[src/hdl/bpdc_pkg.sv]
// Package for the button press duration classifier: word types, event codes,
// register indexes and reset values. No dependencies.
package bpdc_pkg;

   // Event codes reported per poll
   localparam logic [2:0] EV_NONE   = 3'd0;
   localparam logic [2:0] EV_DOWN   = 3'd1;
   localparam logic [2:0] EV_SHORT  = 3'd2;
   localparam logic [2:0] EV_LONG   = 3'd3;
   localparam logic [2:0] EV_VLONG  = 3'd4;
   localparam logic [2:0] EV_VVLONG = 3'd5;

   // Control register indexes
   localparam logic [2:0] REG_TOUCH_MODE   = 3'd0;
   localparam logic [2:0] REG_AUTO_CAL     = 3'd1;
   localparam logic [2:0] REG_LONG_MS      = 3'd2;
   localparam logic [2:0] REG_VLONG_MS     = 3'd3;
   localparam logic [2:0] REG_VVLONG_MS    = 3'd4;
   localparam logic [2:0] REG_TOUCH_LO_INI = 3'd5;
   localparam logic [2:0] REG_TOUCH_HI_INI = 3'd6;

   // Reset values
   localparam logic [15:0] RST_LONG_MS    = 16'd500;
   localparam logic [15:0] RST_VLONG_MS   = 16'd2000;
   localparam logic [15:0] RST_VVLONG_MS  = 16'd5000;
   localparam logic [15:0] RST_TOUCH_LO   = 16'hFFFF;
   localparam logic [15:0] RST_TOUCH_HI   = 16'h0000;

   // floor(t / 100) == (t * DIV100_MUL) >> DIV100_SHIFT for any 16-bit t
   localparam logic [16:0] DIV100_MUL   = 17'd83887;
   localparam int          DIV100_SHIFT = 23;

   typedef struct packed {
      logic        pin_level;
      logic [15:0] touch_sample;
      logic [31:0] time_ms;
   } req_word_type;

   typedef struct packed {
      logic [2:0]  event_res;
      logic [15:0] touch_low;
      logic [15:0] touch_high;
   } rsp_word_type;

   // Midpoint of two 16-bit bounds, truncated
   function automatic logic [15:0] midpoint(input logic [15:0] lo, input logic [15:0] hi);
      logic [16:0] sum;
      sum = {1'b0, lo} + {1'b0, hi};
      return sum[16:1];
   endfunction

endpackage

[src/hdl/button_press_duration_classifier.sv]
// Button press duration classifier. One poll word is accepted per cycle with no
// bubbles while the response side is not stalled; its response passes through the input
// register, then the result register, and is offered from the result register. The
// rate is set by the update of the press and touch-tracking state (min/max, midpoint
// threshold, release bound, press time compare), which is done as each word leaves
// the input register.
// Control registers are written through the csr port, which is always ready;
// writing either touch bound register reloads the tracked bounds and threshold.
// Depends on bpdc_pkg.
module button_press_duration_classifier
   import bpdc_pkg::*;
#(
   parameter int TIME_BITS = 32
) (
   input  logic         clock,
   input  logic         reset,
   // poll words
   input  logic         req_valid,
   output logic         req_stall,
   input  req_word_type req_data,
   // responses
   output logic         rsp_valid,
   input  logic         rsp_stall,
   output rsp_word_type rsp_data,
   // control registers
   input  logic         csr_valid,
   output logic         csr_ready,
   input  logic [2:0]   csr_index,
   input  logic [15:0]  csr_data
);

   // Control registers
   logic        touch_mode_ff;
   logic        auto_cal_ff;
   logic [15:0] long_ms_ff, vlong_ms_ff, vvlong_ms_ff;
   logic [15:0] touch_lo_ini_ff, touch_hi_ini_ff;

   // Classifier state
   logic                 pressed_ff, pressed_in;
   logic [TIME_BITS-1:0] press_start_ff, press_start_in;
   logic [15:0]          tmin_ff, tmin_in;
   logic [15:0]          tmax_ff, tmax_in;
   logic [15:0]          thr_ff, thr_in;

   // Pipeline registers
   logic         in_valid_ff;
   req_word_type in_word_ff;
   logic         out_valid_ff;
   rsp_word_type out_word_ff, out_word_in;

   logic out_load;
   logic in_adv;
   logic csr_wr;
   logic reload;

   // Handshake
   assign out_load  = !out_valid_ff || !rsp_stall;
   assign in_adv    = in_valid_ff && out_load;
   assign req_stall = in_valid_ff && !out_load;
   assign rsp_valid = out_valid_ff;
   assign rsp_data  = out_word_ff;
   assign csr_ready = 1'b1;
   assign csr_wr    = csr_valid && csr_ready;
   assign reload    = csr_wr && (csr_index == REG_TOUCH_LO_INI || csr_index == REG_TOUCH_HI_INI);

   // Control register writes
   always_ff @(posedge clock) begin
      if (reset) begin
         touch_mode_ff   <= 1'b0;
         auto_cal_ff     <= 1'b1;
         long_ms_ff      <= RST_LONG_MS;
         vlong_ms_ff     <= RST_VLONG_MS;
         vvlong_ms_ff    <= RST_VVLONG_MS;
         touch_lo_ini_ff <= RST_TOUCH_LO;
         touch_hi_ini_ff <= RST_TOUCH_HI;
      end else if (csr_wr) begin
         case (csr_index)
            REG_TOUCH_MODE:   touch_mode_ff   <= csr_data[0];
            REG_AUTO_CAL:     auto_cal_ff     <= csr_data[0];
            REG_LONG_MS:      long_ms_ff      <= csr_data;
            REG_VLONG_MS:     vlong_ms_ff     <= csr_data;
            REG_VVLONG_MS:    vvlong_ms_ff    <= csr_data;
            REG_TOUCH_LO_INI: touch_lo_ini_ff <= csr_data;
            REG_TOUCH_HI_INI: touch_hi_ini_ff <= csr_data;
            default: ;
         endcase
      end
   end

   // Per-poll classification
   logic [15:0]          tb;
   logic [TIME_BITS-1:0] now;
   logic [TIME_BITS-1:0] len;
   logic [2:0]           cls;
   logic [15:0]          tmin_nx, tmax_nx, thr_nx;
   logic [32:0]          div_prod;
   logic [9:0]           thr_div;
   logic [15:0]          rel_bound;
   logic [2:0]           ev;

   always_comb begin
      tb  = in_word_ff.touch_sample;
      now = TIME_BITS'(in_word_ff.time_ms);
      len = now - press_start_ff;

      // press length class, strict thresholds
      if (len > TIME_BITS'(vvlong_ms_ff))     cls = EV_VVLONG;
      else if (len > TIME_BITS'(vlong_ms_ff)) cls = EV_VLONG;
      else if (len > TIME_BITS'(long_ms_ff))  cls = EV_LONG;
      else                                    cls = EV_SHORT;

      // touch bound tracking
      tmin_nx = tmin_ff;
      tmax_nx = tmax_ff;
      if (tb < tmin_ff)      tmin_nx = tb;
      else if (tb > tmax_ff) tmax_nx = tb;
      thr_nx = auto_cal_ff ? midpoint(tmin_nx, tmax_nx) : thr_ff;

      // release floor: (thr / 100) * 60
      div_prod  = 33'(thr_nx) * 33'(DIV100_MUL);
      thr_div   = 10'(div_prod >> DIV100_SHIFT);
      rel_bound = 16'({thr_div, 6'd0}) - 16'({thr_div, 2'd0});

      ev             = EV_NONE;
      pressed_in     = pressed_ff;
      press_start_in = press_start_ff;
      tmin_in        = tmin_ff;
      tmax_in        = tmax_ff;
      thr_in         = thr_ff;

      if (!touch_mode_ff) begin
         if (!in_word_ff.pin_level && !pressed_ff) begin
            pressed_in     = 1'b1;
            press_start_in = now;
            ev             = EV_DOWN;
         end else if (in_word_ff.pin_level && pressed_ff) begin
            pressed_in = 1'b0;
            ev         = cls;
         end
      end else begin
         tmin_in = tmin_nx;
         tmax_in = tmax_nx;
         thr_in  = thr_nx;
         if (tb > thr_nx && !pressed_ff) begin
            pressed_in     = 1'b1;
            press_start_in = now;
            ev             = EV_DOWN;
         end else if (tb < thr_nx && pressed_ff && tb > rel_bound) begin
            pressed_in = 1'b0;
            ev         = cls;
         end
      end

      out_word_in.event_res  = ev;
      out_word_in.touch_low  = tmin_in;
      out_word_in.touch_high = tmax_in;
   end

   // State update as a word leaves the input register; reload on bound writes
   always_ff @(posedge clock) begin
      if (reset) begin
         pressed_ff     <= 1'b0;
         press_start_ff <= '0;
         tmin_ff        <= RST_TOUCH_LO;
         tmax_ff        <= RST_TOUCH_HI;
         thr_ff         <= midpoint(RST_TOUCH_LO, RST_TOUCH_HI);
      end else if (reload) begin
         // new init value comes from the write data for the register being written
         tmin_ff <= (csr_index == REG_TOUCH_LO_INI) ? csr_data : touch_lo_ini_ff;
         tmax_ff <= (csr_index == REG_TOUCH_HI_INI) ? csr_data : touch_hi_ini_ff;
         thr_ff  <= midpoint((csr_index == REG_TOUCH_LO_INI) ? csr_data : touch_lo_ini_ff,
                             (csr_index == REG_TOUCH_HI_INI) ? csr_data : touch_hi_ini_ff);
      end else if (in_adv) begin
         pressed_ff     <= pressed_in;
         press_start_ff <= press_start_in;
         tmin_ff        <= tmin_in;
         tmax_ff        <= tmax_in;
         thr_ff         <= thr_in;
      end
   end

   // Pipeline valid bits
   always_ff @(posedge clock) begin
      if (reset) begin
         in_valid_ff  <= 1'b0;
         out_valid_ff <= 1'b0;
      end else begin
         if (req_valid && !req_stall) in_valid_ff <= 1'b1;
         else if (in_adv)             in_valid_ff <= 1'b0;
         if (in_adv)        out_valid_ff <= 1'b1;
         else if (out_load) out_valid_ff <= 1'b0;
      end
   end

   // Pipeline payload
   always_ff @(posedge clock) begin
      if (req_valid && !req_stall) in_word_ff <= req_data;
      if (in_adv) out_word_ff <= out_word_in;
   end

endmodule

[config.mk]
export PLATFORM = sky130hd
export DESIGN_NAME = button_press_duration_classifier
export DESIGN_NICKNAME = d
export VERILOG_FILES = /design/src/hdl/bpdc_pkg.sv /design/src/hdl/button_press_duration_classifier.sv
export SDC_FILE = /design/constraint.sdc
export NUM_CORES = 1
export LEC_CHECK = 0
export BUFFER_PORTS_ARGS = -buffer_cell sky130_fd_sc_hd__buf_2
export CORE_ASPECT_RATIO = 0.7
export CORE_MARGIN = 2
export CORE_UTILIZATION = 55
export DETAILED_ROUTE_END_ITERATION = 7
export PLACE_DENSITY = 0.79
export SLEW_MARGIN = 20
export SYNTH_ARGS = -nofsm -noshare
export SYNTH_HDL_FRONTEND = slang
export SYNTH_SLANG_ARGS = --single-unit
[constraint.sdc]
create_clock -name clock -period 15.4 [get_ports clock]
set_clock_uncertainty 0.1 [all_clocks]
set_input_delay 0.77 -clock clock [delete_from_list [all_inputs] [get_ports clock]]
set_output_delay 0.77 -clock clock [all_outputs]
set_load 0.02 [all_outputs]
==> flow_summary.yaml, run 1 <==
hold_path:
  hp-class: "input port to register"
place:
  numPortBuffers: 109
  gp_congestion: 0.9696
  dp_hpwl_um: 46870
routing:
  wire_per_inst_um: 19.88
  first_pass_iters: 6
  wl_um: 60070
  drc: 0
  drt-initial-drc-count: 1708
  viasPerCell: 5.888
  via_count: 17790
  ant_nets: 0
sta:
  rsz0062_at_grt: "false"
  slew_headroom_pct: 26.57
  finalSetupTns_ps: 0
  fmax_ghz: 0.06829
  fin_crit_ps: 14640
  maxSlewViolCount: 0
  setup_violations: 0
  worst_slew_pin_slew_ps: 1074
  period_share_pct: 95.09
  finalHoldViolCount: 0
clocking:
  cts_max_path_buffers: 3
  cts.sinks: 249
  clk_latency_ps: 580
  path_clk_slew_ps: 70
  cts_buffers: 26
  cts-root-buf: "clkbuf_16"
  holdBufCountCts: 0
  cts_max_level: 1
  cts_tree: "built"
global_route:
  grt_pass1_wl_um: 93430
  grt_usage_pct: 29.12
  grt_pass1_vias: 17060
  grt_max_degree: 115
  antenna_found_initial: 4
  grt_overflow: 0
synthesis:
  synthArstFlopShare_pct: 0
  synth_top_area_share_pct: 17.60
  synth.distinct_cells: 96
  synth_enable_flop_cells: 84
  ys_ff_latch: 249
  synth_nets: 2869
  synth_area_mm2: 0.02168
  yosysTopAreaCell: "ha_1"
  synth-main-ff-cell: "dfxtp_1"
  ys_seq_area_share_pct: 26.87
  syn_inst: 2392
  synth_area_leaders: "ha_1 (18%), dfxtp_1 (15%), edfxtp_1 (12%)"
  synth_warnings: 0
  yosysMostFrequentCell: "inv_1"
  synth_common_cells: "inv_1 (332), ha_1 (305), nand2_1 (187)"
  syn_avg_cell_area_um2: 9.064
cells_and_area:
  drive_gt1_share_pct: 10.11
  fill_cells: 3306
  nets: 2949
  seq_area_mm2: 0.005827
  multi_input_area_mm2: 0.01430
  syn_to_final_growth_pct: 8.892
die:
  design.core.area_mm2: 0.03866
  fp.dieW_um: 241.3
  num_io_pins: 111
  die_area_mm2: 0.04105
  start_util_pct: 56.08
  fp.dieH_um: 170.1
  num_rows: 60
status:
  outcome: "complete, no violations"
critical_path:
  worstPathArrival_ps: 14840
  slowest_delay_ps: 640
  critPathCaptureType: "register"
  startpoint_type: "register"
  critPathMaxFanout: 19
  worst_path_max_delay_cell: "edfxtp_1"
  crit_path_frequent_cell: "inv_1"
  critPathKind: "register to register"
  crit_required_ps: 15600
run:
  drv_cap: 0
-- metrics by stage --
step | cell area [um2] | hold WS (ps) | util [%] | setup WS, ps | instances
floorplan | 21680 | 336.3 | - | 2399 | 2392
global placement | 22760 | 342.7 | 58.86 | 1339 | 2971
detailed placement | 22760 | 346.5 | 58.86 | 864.0 | 2971
CTS | 23590 | 228.4 | 61.01 | 749.6 | 3019
global route | 23610 | 240.1 | 61.07 | 38.38 | 3021
finish | 23610 | 256.7 | 61.07 | 756.9 | 3021
-- registers in the layout (all words and copies together), names as in the netlist, 16 cells and up --
| name | flops |
|---|---|
| long_ms_ff | 16 |
| now | 32 |
| press_start_ff | 32 |
| rsp_data | 35 |
| tb | 16 |
| thr_ff | 16 |
| tmax_ff | 16 |
| tmin_ff | 16 |
| touch_hi_ini_ff | 16 |
| touch_lo_ini_ff | 16 |
| vlong_ms_ff | 16 |
| vvlong_ms_ff | 16 |
-- metal layers --
metal / global-route usage (%) / share of wire (%) / vias up
met4: 7.085 / 2.3 / 4
li1: - / - / 8510
met3: 7.899 / 10 / 103
met1: 42.63 / 46 / 8473
met5: 0 / 0.037 / -
met2: 42.35 / 41 / 698
-- layout by cell type (no fill, tap or decap), types with 6 or more instances in the layout --
cell / count
nand3_1: 31
and2_1: 6
a21o_1: 39
nand2_1: 187
inv_1: 332
nor2_1: 130
clkbuf_16: 26
edfxtp_1: 84
a211o_1: 37
or2_2: 8
ha_1: 305
nand2b_1: 85
o21ai_0: 108
mux2i_1: 67
and3_1: 8
o221ai_1: 9
a221oi_1: 8
nand3b_1: 11
xor2_1: 23
buf_4: 24
a31oi_1: 11
or3_1: 8
buf_2: 107
o21a_1: 17
xnor2_1: 43
nor3_1: 20
fa_1: 99
nor2b_1: 38
nand4_1: 27
a211oi_1: 76
o21ai_1: 10
a21oi_1: 136
o211ai_1: 13
mux2_2: 32
dfxtp_1: 164
o21bai_1: 30
-- timing repair --
action	4_1_cts	5_1_grt
resized for setup	0	2
endpoints found under the setup margin	0	3
buffers inserted	0	0
-- final timing paths --
| path | from | endpoint | slack (ps) | cells past startpoint |
|---|---|---|---|---|
| hold reg to reg | long_ms_ff[1]$_SDFFE_PP0P_ | long_ms_ff[1]$_SDFFE_PP0P_ | 360 | 2 |
| setup reg to reg | tb[15]$_DFFE_PP_ | rsp_data[34]$_DFFE_PP_ | 760 | 50 |
| setup / recovery | tb[15]$_DFFE_PP_ | rsp_data[34]$_DFFE_PP_ | 760 | 50 |
| hold / removal | req_data[38] | tb[6]$_DFFE_PP_ | 260 | 1 |
-- critical path: cells and delay by family (launching register included) --
kind / cells / cell delay [ps]
AND/OR/NAND/NOR: 9 / 2310
AO/OA/AOI/OAI: 17 / 4420
multiplexers: 4 / 1060
buffers and inverters: 8 / 960
XOR/XNOR: 1 / 130
flip-flops: 1 / 640
adder cells (fa/ha/maj): 11 / 4720
-- cell families (layout without fill, tap and decap cells) --
group,Yosys count,in the layout,share of synthesized area [%]
XOR/XNOR,67,67,2.741
multiplexers,101,101,4.928
flip-flops,249,249,26.87
AND/OR/NAND/NOR,587,587,13.20
adder cells (fa/ha/maj),404,404,26.74
AO/OA/AOI/OAI,568,568,18.18
buffers and inverters,415,515,7.317
other,1,3,0.01730
-- area by class of cell --
cell class              count  share of cell area (%)
flip-flops and latches    249                   24.68
repair buffers            132                   3.079
well taps                 527                   2.793
inverters                 335                   5.337
multi-input cells        1728                   60.58
clock buffers              34                   3.010
diodes                      2                 0.02120
clock inverters            14                  0.5034
Power of run 1 is not shown: default switching activity piles up to over one toggle a cycle in this logic, so the estimate is an artifact.
==> run 2: changes to the inputs <==
--- a/config.mk
+++ b/config.mk
@@ -6,11 +6,13 @@
 export NUM_CORES = 1
 export LEC_CHECK = 0
 export BUFFER_PORTS_ARGS = -buffer_cell sky130_fd_sc_hd__buf_2
+export CELL_PAD_IN_SITES_DETAIL_PLACEMENT = 2
+export CELL_PAD_IN_SITES_GLOBAL_PLACEMENT = 2
 export CORE_ASPECT_RATIO = 0.7
 export CORE_MARGIN = 2
-export CORE_UTILIZATION = 55
+export CORE_UTILIZATION = 40
 export DETAILED_ROUTE_END_ITERATION = 7
-export PLACE_DENSITY = 0.79
+export PLACE_DENSITY = 0.88
 export SLEW_MARGIN = 20
 export SYNTH_ARGS = -nofsm -noshare
 export SYNTH_HDL_FRONTEND = slang
==> flow_summary.yaml, run 2 (synthesized netlist as in run 1, its figures left out) <==
status:
  outcome: "complete, no violations"
critical_path:
  critPathMaxFanout: 10
  r2r_start: "tb[7]$_DFFE_PP_"
  slowest_delay_ps: 600
  critPathCaptureType: "register"
  critPathKind: "register to register"
  worst_path_max_delay_cell: "fa_1"
  worstPathArrival_ps: 15100
  cp-startpoint: "tb[7]$_DFFE_PP_"
  startpoint_type: "register"
  crit_required_ps: 15720
global_route:
  use_met2_pct: 50.81
  grt_use_met3_pct: 3.383
  grt_usage_pct: 29.68
  antenna_found_initial: 1
  busiest_layer: "met2"
  use_met1_pct: 40.31
  grt_max_degree: 97
  grt_overflow: 0
  grt_pass1_vias: 20810
  grt_pass1_wl_um: 127100
clocking:
  cts-root-buf: "clkbuf_16"
  cts_setup_buffers: 0
  cts_tree: "built"
  cts_buffers: 28
  holdBufCountCts: 0
  cts_max_path_buffers: 3
  clk_latency_ps: 590
  path_clk_slew_ps: 70
  cts_max_level: 1
  cts.sinks: 249
  cts_resized: 0
routing:
  drt-initial-drc-count: 1314
  drc: 0
  first_pass_iters: 5
  via_count: 18780
  ant_nets: 0
  wire_per_inst_um: 25.77
  viasPerCell: 5.808
  wl_um: 83340
cells_and_area:
  nets: 2959
  largest_register_ffs: 35
  fill_cells: 5799
  finish.utilization_pct: 44.77
  n_antenna_cell: 0
  final_common_cell: "inv_1"
  drive_gt1_share_pct: 10.38
  mostFrequentLayoutCells: "inv_1 (332), ha_1 (305), nand2_1 (187)"
  syn_to_final_growth_pct: 10.80
sta:
  setup_violations: 0
  slew_headroom_pct: 30.66
  setup_slack_ps: 613.5
  finalHoldViolCount: 0
  finalSetupTns_ps: 0
  period_share_pct: 96.02
  rsz0062_at_grt: "false"
  fin_crit_ps: 14790
  fmax_ghz: 0.06763
  maxSlewViolCount: 0
  timing.hold.ws_ps: 249.7
  worst_slew_pin_slew_ps: 1014
die:
  die_area_mm2: 0.05611
  num_rows: 71
  design.core.area_mm2: 0.05366
  fp.dieH_um: 198.8
  fp.dieW_um: 282.3
  num_io_pins: 111
  start_util_pct: 40.41
place:
  dp_hpwl_um: 65230
  gp_congestion: 0.9871
  dpl_worst_slack_ps: 520.6
  numPortBuffers: 109
run:
  drv_cap: 0
hold_path:
  hp-class: "input port to register"
  min_from: "req_data[4]"
-- run 2: cell count changes in the layout (fill, tap and decap cells not counted), sizes merged --
cell and change:
clkinv -5, clkinvlp -5, inv +3, buf +8, diode -2, clkbuf +11
-- run 2: worst paths after layout --
check / endpoint / slack (ps) / cells past startpoint
setup / recovery: rsp_data[33]$_DFFE_PP_ / 610 / 53
hold reg to reg: vvlong_ms_ff[11]$_SDFFE_PP0P_ / 360 / 2
setup reg to reg: rsp_data[33]$_DFFE_PP_ / 610 / 53
hold / removal: now[4]$_DFFE_PP_ / 250 / 1
-- run 2: layout make-up --
cell class	count	area (um2)	area share (%)
Clock inverter	7	62.56	0.2604
Inverter	335	1260	5.245
Tap cell	730	913.4	3.802
Timing Repair Buffer	140	793.3	3.302
Multi-Input combinational cell	1728	14310	59.57
Clock buffer	45	857.1	3.568
Sequential cell	249	5827	24.26
-- run 2: worst max-delay path, delay by kind of cell (launching register included) --
kind            cells  cell delay, ps
flops               1             550
buf+inv             8             900
xor+xnor            2             260
mux                 2             780
compound gates     22            5860
fa+ha+maj          11            4530
simple gates        8            1550
-- run 2: metrics by stage --
step	cell area [um2]	cells
global route	24020	3234
CTS	23990	3233
finish	24020	3234
global placement	23070	3181
detailed placement	23070	3181
floorplan	21680	2392
-- run 2: metal layers --
metal  part of all wire [%]  vias to the layer above
li1                       -                     8515
met1                     45                     9679
met2                     48                      484
met3                    4.6                      105
met4                    2.0                        0
met5                      0                        -
Power of run 2 is left out for the same reason.
